### src/urlc_pkg.sv
// shared types, constants and helpers for the ultrasonic ranging led controller
package urlc_pkg;

  localparam int TICK_W = 20;
  localparam int DIST_W = 11;
  localparam int TRIG_W = 10;
  localparam int CFG_W  = 20;
  localparam int CFG_IDX_W = 3;

  localparam logic [DIST_W-1:0] DIST_MAX = {DIST_W{1'b1}};
  localparam logic [TICK_W-1:0] TICK_MAX = {TICK_W{1'b1}};
  // echo ticks per centimeter, kept as quotient and remainder
  localparam int US_PER_CM = 58;
  localparam int REM_W = 6;
  localparam logic [REM_W-1:0] REM_LAST = REM_W'(US_PER_CM - 1);

  // reset values of the configuration registers
  localparam logic [TRIG_W-1:0] RST_TRIGGER_TICKS = TRIG_W'(10);
  localparam logic [TICK_W-1:0] RST_TIMEOUT_TICKS = TICK_W'(100000);
  localparam logic [DIST_W-1:0] RST_NEAR_CM       = DIST_W'(10);
  localparam logic [DIST_W-1:0] RST_FAR_CM        = DIST_W'(50);
  localparam logic [TICK_W-1:0] RST_FLASH_TICKS   = TICK_W'(500000);
  localparam logic [TICK_W-1:0] RST_GAP_TICKS     = TICK_W'(500000);

  // command bytes
  localparam logic [7:0] CMD_ON_UC    = 8'h49;  // I
  localparam logic [7:0] CMD_ON_LC    = 8'h69;  // i
  localparam logic [7:0] CMD_OFF_UC   = 8'h4F;  // O
  localparam logic [7:0] CMD_OFF_LC   = 8'h6F;  // o
  localparam logic [7:0] CMD_FLASH_UC = 8'h46;  // F
  localparam logic [7:0] CMD_FLASH_LC = 8'h66;  // f

  typedef enum logic [CFG_IDX_W-1:0] {
    CFG_TRIGGER_TICKS = 3'd0,
    CFG_TIMEOUT_TICKS = 3'd1,
    CFG_NEAR_CM       = 3'd2,
    CFG_FAR_CM        = 3'd3,
    CFG_FLASH_TICKS   = 3'd4,
    CFG_GAP_TICKS     = 3'd5
  } cfg_idx_t;

  typedef enum logic [1:0] {
    PH_GAP  = 2'd0,
    PH_TRIG = 2'd1,
    PH_RISE = 2'd2,
    PH_FALL = 2'd3
  } phase_t;

  typedef enum logic [1:0] {
    LED_OFF   = 2'd0,
    LED_ON    = 2'd1,
    LED_FLASH = 2'd2
  } led_mode_t;

  typedef struct packed {
    logic              trigger_level;
    logic              led_level;
    led_mode_t         led_mode_now;
    logic [DIST_W-1:0] range_cm;
    logic              distance_new;
    logic              timed_out;
  } res_t;

  function automatic logic [TICK_W-1:0] sat_inc(input logic [TICK_W-1:0] v);
    sat_inc = (v == TICK_MAX) ? v : v + TICK_W'(1);
  endfunction

endpackage

### src/ultrasonic_ranging_led_controller.sv
// top level of the ultrasonic ranging led controller
//
//  channel | direction | handshake            | payload
//  in_     | input     | in_valid / in_ready   | mode, echo_level, command_byte
//  out_    | output    | out_valid / out_ready | trigger, led, mode, range, flags
//  cfg_    | input     | cfg_we (no wait)      | cfg_index, cfg_wdata
//
// one transaction per clock in steady state while out_ready stays high; an accepted input
// goes from the input register to the result register, or to the skid entry on a stall
// all state advances when the input register hands its item to the result side
// a skid entry behind the result register holds one result while the output stalls;
// in_ready drops only while the skid entry and the input register are both full
// reset (rst_n low, synchronous): gap phase, zero counts, led flashing and on, default config
module ultrasonic_ranging_led_controller (
  input  logic                               clk,
  input  logic                               rst_n,
  // input channel
  input  logic                               in_valid,
  output logic                               in_ready,
  input  logic                               in_mode,
  input  logic                               in_echo_level,
  input  logic [7:0]                         in_command_byte,
  // result channel
  output logic                               out_valid,
  input  logic                               out_ready,
  output logic                               out_trigger_level,
  output logic                               out_led_level,
  output logic [1:0]                         out_led_mode_now,
  output logic [urlc_pkg::DIST_W-1:0]        out_range_cm,
  output logic                               out_distance_new,
  output logic                               out_timed_out,
  // configuration port
  input  logic                               cfg_we,
  input  logic [urlc_pkg::CFG_IDX_W-1:0]     cfg_index,
  input  logic [urlc_pkg::CFG_W-1:0]         cfg_wdata
);

  // ---------------------------------------------------------------------------
  // configuration registers
  // ---------------------------------------------------------------------------
  logic [urlc_pkg::TRIG_W-1:0] trigger_ticks_r;
  logic [urlc_pkg::TICK_W-1:0] timeout_ticks_r;
  logic [urlc_pkg::DIST_W-1:0] near_cm_r;
  logic [urlc_pkg::DIST_W-1:0] far_cm_r;
  logic [urlc_pkg::TICK_W-1:0] flash_ticks_r;
  logic [urlc_pkg::TICK_W-1:0] gap_ticks_r;

  always_ff @(posedge clk) begin
    if (!rst_n) begin
      trigger_ticks_r <= urlc_pkg::RST_TRIGGER_TICKS;
      timeout_ticks_r <= urlc_pkg::RST_TIMEOUT_TICKS;
      near_cm_r       <= urlc_pkg::RST_NEAR_CM;
      far_cm_r        <= urlc_pkg::RST_FAR_CM;
      flash_ticks_r   <= urlc_pkg::RST_FLASH_TICKS;
      gap_ticks_r     <= urlc_pkg::RST_GAP_TICKS;
    end else if (cfg_we) begin
      unique case (cfg_index)
        urlc_pkg::CFG_TRIGGER_TICKS: trigger_ticks_r <= cfg_wdata[urlc_pkg::TRIG_W-1:0];
        urlc_pkg::CFG_TIMEOUT_TICKS: timeout_ticks_r <= cfg_wdata[urlc_pkg::TICK_W-1:0];
        urlc_pkg::CFG_NEAR_CM:       near_cm_r       <= cfg_wdata[urlc_pkg::DIST_W-1:0];
        urlc_pkg::CFG_FAR_CM:        far_cm_r        <= cfg_wdata[urlc_pkg::DIST_W-1:0];
        urlc_pkg::CFG_FLASH_TICKS:   flash_ticks_r   <= cfg_wdata[urlc_pkg::TICK_W-1:0];
        urlc_pkg::CFG_GAP_TICKS:     gap_ticks_r     <= cfg_wdata[urlc_pkg::TICK_W-1:0];
        default: ;  // unmapped index, write dropped
      endcase
    end
  end

  // ---------------------------------------------------------------------------
  // handshake: input register, result register, skid entry
  // ---------------------------------------------------------------------------
  logic s1_valid_r, s1_valid_nxt;
  logic s1_mode_r, s1_echo_r;
  logic [7:0] s1_cmd_r;
  logic out_valid_r, out_valid_nxt;
  logic skid_valid_r, skid_valid_nxt;
  urlc_pkg::res_t out_r, skid_r, res;

  logic in_fire, s1_fire, out_pop;

  assign in_fire  = in_valid && in_ready;
  // the item in the input register moves on whenever the skid entry is free
  assign s1_fire  = s1_valid_r && !skid_valid_r;
  assign in_ready = !s1_valid_r || s1_fire;
  assign out_pop  = out_valid_r && out_ready;

  always_comb begin
    s1_valid_nxt = s1_valid_r;
    if (in_fire) begin
      s1_valid_nxt = 1'b1;
    end else if (s1_fire) begin
      s1_valid_nxt = 1'b0;
    end
  end

  // result buffer occupancy: skid drains into the result register first
  always_comb begin
    out_valid_nxt  = out_valid_r;
    skid_valid_nxt = skid_valid_r;
    if (skid_valid_r) begin
      if (out_pop) begin
        skid_valid_nxt = 1'b0;
      end
    end else if (s1_fire) begin
      if (!out_valid_r || out_pop) begin
        out_valid_nxt = 1'b1;
      end else begin
        skid_valid_nxt = 1'b1;
      end
    end else if (out_pop) begin
      out_valid_nxt = 1'b0;
    end
  end

  always_ff @(posedge clk) begin
    if (!rst_n) begin
      s1_valid_r   <= 1'b0;
      out_valid_r  <= 1'b0;
      skid_valid_r <= 1'b0;
    end else begin
      s1_valid_r   <= s1_valid_nxt;
      out_valid_r  <= out_valid_nxt;
      skid_valid_r <= skid_valid_nxt;
    end
  end

  // payload registers, no reset needed
  always_ff @(posedge clk) begin
    if (in_fire) begin
      s1_mode_r <= in_mode;
      s1_echo_r <= in_echo_level;
      s1_cmd_r  <= in_command_byte;
    end
    if (skid_valid_r) begin
      if (out_pop) begin
        out_r <= skid_r;
      end
    end else if (s1_fire) begin
      if (!out_valid_r || out_pop) begin
        out_r <= res;
      end else begin
        skid_r <= res;
      end
    end
  end

  // ---------------------------------------------------------------------------
  // measurement and led state
  // ---------------------------------------------------------------------------
  urlc_pkg::phase_t            phase_r, phase_nxt;
  logic [urlc_pkg::TICK_W-1:0] cnt_r, cnt_nxt;
  // echo width held as quotient (saturating at the distance maximum) and
  // remainder modulo the ticks per centimeter, so no divider is needed
  logic [urlc_pkg::DIST_W-1:0] echo_q_r, echo_q_nxt;
  logic [urlc_pkg::REM_W-1:0]  echo_rem_r, echo_rem_nxt;
  urlc_pkg::led_mode_t         mode_r, mode_nxt;
  logic                        led_r, led_nxt;
  logic [urlc_pkg::TICK_W-1:0] flash_cnt_r, flash_cnt_nxt;
  logic [urlc_pkg::DIST_W-1:0] last_dist_r, last_dist_nxt;

  logic                        trig, fin, tmo, cmd_hit;
  logic [urlc_pkg::DIST_W-1:0] meas_cm;
  urlc_pkg::led_mode_t         sel_mode;
  logic [urlc_pkg::TICK_W-1:0] trig_lim;

  assign trig_lim = {{(urlc_pkg::TICK_W - urlc_pkg::TRIG_W){1'b0}}, trigger_ticks_r};

  always_comb begin
    phase_nxt     = phase_r;
    cnt_nxt       = cnt_r;
    echo_q_nxt    = echo_q_r;
    echo_rem_nxt  = echo_rem_r;
    mode_nxt      = mode_r;
    led_nxt       = led_r;
    flash_cnt_nxt = flash_cnt_r;
    last_dist_nxt = last_dist_r;
    trig          = 1'b0;
    fin           = 1'b0;
    tmo           = 1'b0;
    meas_cm       = '0;
    cmd_hit       = 1'b0;
    sel_mode      = urlc_pkg::LED_OFF;

    if (!s1_mode_r) begin
      // tick: a gap or trigger phase that ends hands the same tick on to the next phase
      if (phase_nxt == urlc_pkg::PH_GAP) begin
        if (cnt_nxt < gap_ticks_r) begin
          cnt_nxt = urlc_pkg::sat_inc(cnt_nxt);
        end else begin
          phase_nxt = urlc_pkg::PH_TRIG;
          cnt_nxt   = '0;
        end
      end
      if (phase_nxt == urlc_pkg::PH_TRIG) begin
        if (cnt_nxt < trig_lim) begin
          trig    = 1'b1;
          cnt_nxt = urlc_pkg::sat_inc(cnt_nxt);
        end else begin
          phase_nxt = urlc_pkg::PH_RISE;
          cnt_nxt   = '0;
        end
      end
      if (phase_nxt == urlc_pkg::PH_RISE) begin
        if (s1_echo_r) begin
          phase_nxt    = urlc_pkg::PH_FALL;
          cnt_nxt      = '0;
          echo_q_nxt   = '0;
          echo_rem_nxt = urlc_pkg::REM_W'(1);
        end else if (cnt_nxt >= timeout_ticks_r) begin
          fin = 1'b1;
          tmo = 1'b1;
        end else begin
          cnt_nxt = urlc_pkg::sat_inc(cnt_nxt);
        end
      end else if (phase_nxt == urlc_pkg::PH_FALL) begin
        if (!s1_echo_r) begin
          meas_cm = echo_q_r;
          fin     = 1'b1;
        end else if (cnt_nxt >= timeout_ticks_r) begin
          fin = 1'b1;
          tmo = 1'b1;
        end else begin
          cnt_nxt = urlc_pkg::sat_inc(cnt_nxt);
          if (echo_rem_r == urlc_pkg::REM_LAST) begin
            echo_rem_nxt = '0;
            if (echo_q_r != urlc_pkg::DIST_MAX) begin
              echo_q_nxt = echo_q_r + urlc_pkg::DIST_W'(1);
            end
          end else begin
            echo_rem_nxt = echo_rem_r + urlc_pkg::REM_W'(1);
          end
        end
      end

      if (fin) begin
        last_dist_nxt = meas_cm;
        phase_nxt     = urlc_pkg::PH_GAP;
        cnt_nxt       = '0;
        cmd_hit       = 1'b1;
        if (meas_cm < near_cm_r) begin
          sel_mode = urlc_pkg::LED_ON;
        end else if (meas_cm < far_cm_r) begin
          sel_mode = urlc_pkg::LED_FLASH;
        end else begin
          sel_mode = urlc_pkg::LED_OFF;
        end
      end
    end else begin
      // command byte: phase machine holds
      trig = (phase_r == urlc_pkg::PH_TRIG);
      priority if (s1_cmd_r == urlc_pkg::CMD_ON_UC || s1_cmd_r == urlc_pkg::CMD_ON_LC) begin
        cmd_hit  = 1'b1;
        sel_mode = urlc_pkg::LED_ON;
      end else if (s1_cmd_r == urlc_pkg::CMD_OFF_UC || s1_cmd_r == urlc_pkg::CMD_OFF_LC) begin
        cmd_hit  = 1'b1;
        sel_mode = urlc_pkg::LED_OFF;
      end else if (s1_cmd_r == urlc_pkg::CMD_FLASH_UC
                   || s1_cmd_r == urlc_pkg::CMD_FLASH_LC) begin
        cmd_hit  = 1'b1;
        sel_mode = urlc_pkg::LED_FLASH;
      end else begin
        cmd_hit  = 1'b0;  // unknown byte ignored
      end
    end

    // mode change; entering flashing restarts the flash counter
    if (cmd_hit) begin
      if (sel_mode == urlc_pkg::LED_FLASH && mode_r != urlc_pkg::LED_FLASH) begin
        flash_cnt_nxt = '0;
      end
      mode_nxt = sel_mode;
      if (sel_mode == urlc_pkg::LED_ON) begin
        led_nxt = 1'b1;
      end else if (sel_mode == urlc_pkg::LED_OFF) begin
        led_nxt = 1'b0;
      end
    end

    // led acts on the resulting mode, ticks only
    if (!s1_mode_r) begin
      unique case (mode_nxt)
        urlc_pkg::LED_FLASH: begin
          flash_cnt_nxt = urlc_pkg::sat_inc(flash_cnt_nxt);
          if (flash_cnt_nxt >= flash_ticks_r) begin
            led_nxt       = !led_nxt;
            flash_cnt_nxt = '0;
          end
        end
        urlc_pkg::LED_ON: led_nxt = 1'b1;
        default:          led_nxt = 1'b0;
      endcase
    end

    res.trigger_level = trig;
    res.led_level     = led_nxt;
    res.led_mode_now  = mode_nxt;
    res.range_cm      = last_dist_nxt;
    res.distance_new  = fin;
    res.timed_out     = tmo;
  end

  always_ff @(posedge clk) begin
    if (!rst_n) begin
      phase_r     <= urlc_pkg::PH_GAP;
      cnt_r       <= '0;
      echo_q_r    <= '0;
      echo_rem_r  <= '0;
      mode_r      <= urlc_pkg::LED_FLASH;
      led_r       <= 1'b1;
      flash_cnt_r <= '0;
      last_dist_r <= '0;
    end else if (s1_fire) begin
      phase_r     <= phase_nxt;
      cnt_r       <= cnt_nxt;
      echo_q_r    <= echo_q_nxt;
      echo_rem_r  <= echo_rem_nxt;
      mode_r      <= mode_nxt;
      led_r       <= led_nxt;
      flash_cnt_r <= flash_cnt_nxt;
      last_dist_r <= last_dist_nxt;
    end
  end

  // ---------------------------------------------------------------------------
  // result ports
  // ---------------------------------------------------------------------------
  assign out_valid         = out_valid_r;
  assign out_trigger_level = out_r.trigger_level;
  assign out_led_level     = out_r.led_level;
  assign out_led_mode_now  = out_r.led_mode_now;
  assign out_range_cm      = out_r.range_cm;
  assign out_distance_new  = out_r.distance_new;
  assign out_timed_out     = out_r.timed_out;

endmodule

### config.mk
export PLATFORM = sky130hd
export DESIGN_NAME = ultrasonic_ranging_led_controller
export DESIGN_NICKNAME = d
export VERILOG_FILES = /design/src/urlc_pkg.sv /design/src/ultrasonic_ranging_led_controller.sv
export SDC_FILE = /design/constraint.sdc
export NUM_CORES = 1
export LEC_CHECK = 0
export ABC_AREA = 1
export BUFFER_PORTS_ARGS = -buffer_cell sky130_fd_sc_hd__buf_2
export CORE_ASPECT_RATIO = 1.25
export CORE_MARGIN = 5
export CORE_UTILIZATION = 45
export CTS_CLUSTER_SIZE = 16
export DETAILED_ROUTE_END_ITERATION = 8
export PLACE_DENSITY = 0.65
export SETUP_SLACK_MARGIN = 0.4
export SYNTH_ARGS = -nofsm -noshare
export SYNTH_HDL_FRONTEND = slang
export SYNTH_SLANG_ARGS = --single-unit
### constraint.sdc
create_clock -name clk -period 18.8 [get_ports clk]
set_input_delay 0 -clock clk [delete_from_list [all_inputs] [get_ports clk]]
set_output_delay 0 -clock clk [all_outputs]
set_load 0.03 [all_outputs]
==> impl.org <==
** Setup path
- Among the stages of the critical path, the cell type that occurs most often is nand2_1.
- Largest driver fanout on the critical path :: 27
- Crit end category :: register
- STA classifies the critical path startpoint as a register.
- On the critical path, the stage with the largest delay is an instance of nor2_1.
- Setup CP Type :: reg -> reg
- STA puts the critical path data required time at 19250 ps.
- Peak per-stage delay on the critical path :: approximately 840 ps
- Among cell families on the critical path, the largest total delay comes from simple AND/OR/NAND/NOR gates.
- The critical path contains buffers and inverters numbering 7 combined.
- At the worst endpoint, the arrival time is approximately 12000 ps.

** Timing
- In the finished design, the share of the clock period the worst path needs comes to 0.607.
- Fin crit period :: around 11000 ps
- Transition time at the pin with the least slew margin :: around 1200 ps
- Worst rel slew slack :: 0.207
- Setup repair after global routing left no endpoint under its margin.
- The max-slew violation count is 0.
- Clock skew :: 25.1 ps
- Setup total negative slack on the finished layout was measured at 0 ps.
- Max Fclk :: 0.0876 GHz
- Number of hold violations in the final report :: 0
- Worst setup margin :: about 7400 ps
- Setup violations remaining at the end of the flow were counted as 0.

** Yosys
- Main synth FF type :: dfxtp_1
- After synthesis the netlist holds a flip-flop and latch count of about 210.
- Of all cell types, the one taking the most synthesized area is dfxtp_1.
- When the netlist entered floorplanning its net count stood at about 2.2k.
- Yosys top cell area share :: 0.241
- nand2_1 is the most common cell in the netlist.
- In this run, distinct cell masters in the synthesized netlist total 56.
- Cell types with the highest counts after synthesis :: 496 x nand2_1, 287 x inv_1, 202 x a21oi_1
- In this run, synthesis inferred 43 flip-flops with an integrated enable.
- Synthesized area per cell :: around 7 µm²
- Counting flops with an async set or reset pin after synthesis yields a share of 0.
- During synthesis, Yosys emitted a total of 0 warnings.
- Sorting the synthesized cells by area gives the leading types as dfxtp_1 24%, nand2_1 13%, edfxtp_1 9.3%, ha_1 8.7%, inv_1 7.7%.
- Of the synthesized area, sequential elements account for 0.334.
- Post-synthesis instance total :: just over 2k
- Summed instance area of the synthesized netlist :: between 10000 and 15000 µm²

** Die
- The initial utilization of the core area, before any placement, comes to 0.452.
- The die is 207 µm tall.
- Die Width :: around 170 µm
- During I/O placement, the number of pins put on the boundary was 57.
- Placeable core region :: between 30000 and 40000 µm²
- Die Outline Area :: around 35000 µm²
- The floorplan has 72 rows.

** Clocking
- H-Tree Level Count :: 1
- Count of cells resized by post-cts repair :: 0
- TritonCTS Buffers :: 23
- Post-CTS setup buffer count :: 0
- The cell sitting at the root of the clock tree is a clkbuf_16.
- Clock transition time at the flip-flop clock pins of the worst setup and hold paths :: roughly 60 ps
- Maximum clock insertion buffer count :: 3
- Sink Count :: ~210
- Insertion delay to the later sink of the worst-skew pair :: around 530 ps
- Clock tree from TritonCTS :: done

** Drt
- After the first detailed-routing iteration, the DRC count stood at 693.
- For this block, the via count after detailed routing is around 13k.
- Dividing the detail-routed wire length by the instance count gives 16.1 µm.
- The first detailed-routing pass ran for 8 iterations.
- In the routed layout, each cell is associated on average with a via count of about 5.4.
- In this run the remaining antenna-violating nets after routing total 0.
- For this run, design rule violations remaining after detail routing come to 0.
- Wirelength, routed :: roughly 40000 µm

** Placed design
- Port buffer count :: 55
- Dpl ws :: between 7000 and 8000 ps
- In this run the cell area measured after placement is roughly 14000 µm².
- The wire-length estimate of the detail-placed layout is 29900 µm.
- The congestion estimate from routability-driven global placement came to around 0.93.

** Layout
- The layout has 3117 filler cells.
- Post-synthesis to final-layout area growth :: 11.5%
- Core utilization of the finished layout :: 0.504
- After routing the design area is about 16000 µm².
- The final layout contains 2226 nets.
- Count of inserted antenna diode cells :: 0
- Fraction of layout cells with a size suffix above 1 :: 0.0898

** Run status
- The run finished with clean final reports.

** Hold path
- Worst min-delay path category :: in -> reg

** Global routing
- Vias in the first global route :: roughly 12k
- In the global route stage, overall resource usage came out at 0.230.
- For this run the aggregate overflow at the end of global routing stands at 0.
- The number of antenna violations at the first check in global routing was 0.
- Maximum number of pins on one net before global-route repair :: slightly below 60
- Wire length of the first global-routing pass :: approximately 65000 µm

** Pwr
- The worst-case IR drop observed on VDD is slightly below 0.00007 V.
- Total power for the finished layout comes to approximately 1000 µW.
- In this run the power density over the cells is approximately 65 nW/µm².
- In this run the static leakage power is around 0.007 µW.

** Job
- Max-cap violations :: 0
per-stage QoR:
step           std cells  hold slack (ps)
2_1_floorplan       2034             98.9
3_3_place_gp        2437              177
3_5_place_dp        2437              178
4_1_cts             2511             33.7
5_1_grt             2511             92.9
6_report            2511             44.0
state kept, by name (all words and copies together) (netlist names), 2 cells and up:
signal / cells
mode_r: 2
s1_cmd_r: 7
flash_ticks_r: 20
trigger_ticks_r: 10
cnt_r: 20
out_led_mode_now: 2
near_cm_r: 11
skid_r: 17
phase_r: 2
echo_q_r: 11
flash_cnt_r: 20
out_range_cm: 11
far_cm_r: 11
timeout_ticks_r: 20
echo_rem_r: 6
gap_ticks_r: 20
last_dist_r: 11
worst reg2reg max path: cells and delay by family, from the launching register on:
kind,cells,cell delay (ps)
simple gates,29,5670
compound gates,15,2730
fa+ha+maj,5,1460
buf+inv,7,950
flops,1,510
layout by cell type (no fill, tap or decap), drive strengths merged, types with 2 or more instances in the layout:
cell type	n
a211oi	7
o2111ai	3
o21bai	6
nor3	44
nor4	5
o221ai	2
nand4	33
xor2	28
a21oi	204
buf	63
clkinv	3
a31oi	4
inv	297
edfxtp	43
nand2	521
nor2	162
dfxtp	168
ha	97
dlygate4sd3	36
nand3	111
o211ai	29
or2	5
xnor2	2
clkbuf	35
nand3b	5
o21ai	179
cell type report:
| cell class | count | area [µm²] | area share |
|---|---|---|---|
| multi-input cells | 1459 | 7880 | 0.507 |
| repair buffers | 99 | 696 | 0.0448 |
| well taps | 407 | 509 | 0.0328 |
| clock inverters | 3 | 18.8 | 0.00121 |
| inverters | 297 | 1110 | 0.0717 |
| clock buffers | 35 | 671 | 0.0432 |
| flip-flops and latches | 211 | 4650 | 0.299 |
worst paths after layout:
path | depth (start not counted) | startpoint | slack [ps] | end
worst max-delay path | 56 | cnt_r[11] | 7390 | flash_cnt_r[3]
worst min-delay path | 6 | cfg_we | 40 | near_cm_r[1]
worst max register to register | 56 | cnt_r[11] | 7390 | flash_cnt_r[3]
worst min register to register | 2 | near_cm_r[0] | 460 | near_cm_r[0]
per-layer routing:
metal	track usage	part of all wire
met1	0.280	0.42
met2	0.405	0.48
met3	0.0225	0.043
met4	0.117	0.053
met5	0	0
report_power, final:
| part | switching [µW] | leakage, µW | internal (µW) |
|---|---|---|---|
| registers | 8.21 | 0.00177 | 478 |
| logic | 67.1 | 0.00482 | 33.6 |
| clock network | 184 | 0.000340 | 244 |
| total | 260 | 0.00693 | 756 |
cell families (layout without fill, tap and decap cells):
| logic type | count (synthesis) | in the layout | share of synthesized area |
|---|---|---|---|
| simple gates | 889 | 889 | 0.286 |
| compound gates | 442 | 442 | 0.172 |
| buf+inv | 364 | 434 | 0.101 |
| flops | 211 | 211 | 0.334 |
| fa+ha+maj | 97 | 97 | 0.0871 |
| xor+xnor | 30 | 30 | 0.0188 |
| mux | 1 | 1 | 0.00162 |
what timing repair did:
| action | in CTS | in global routing |
|---|---|---|
| hold buffers | 36 | 0 |
| setup endpoints to repair | 0 | 0 |
| endpoints found under the hold margin | 113 | 0 |
Power figures use the tool's default switching activity.
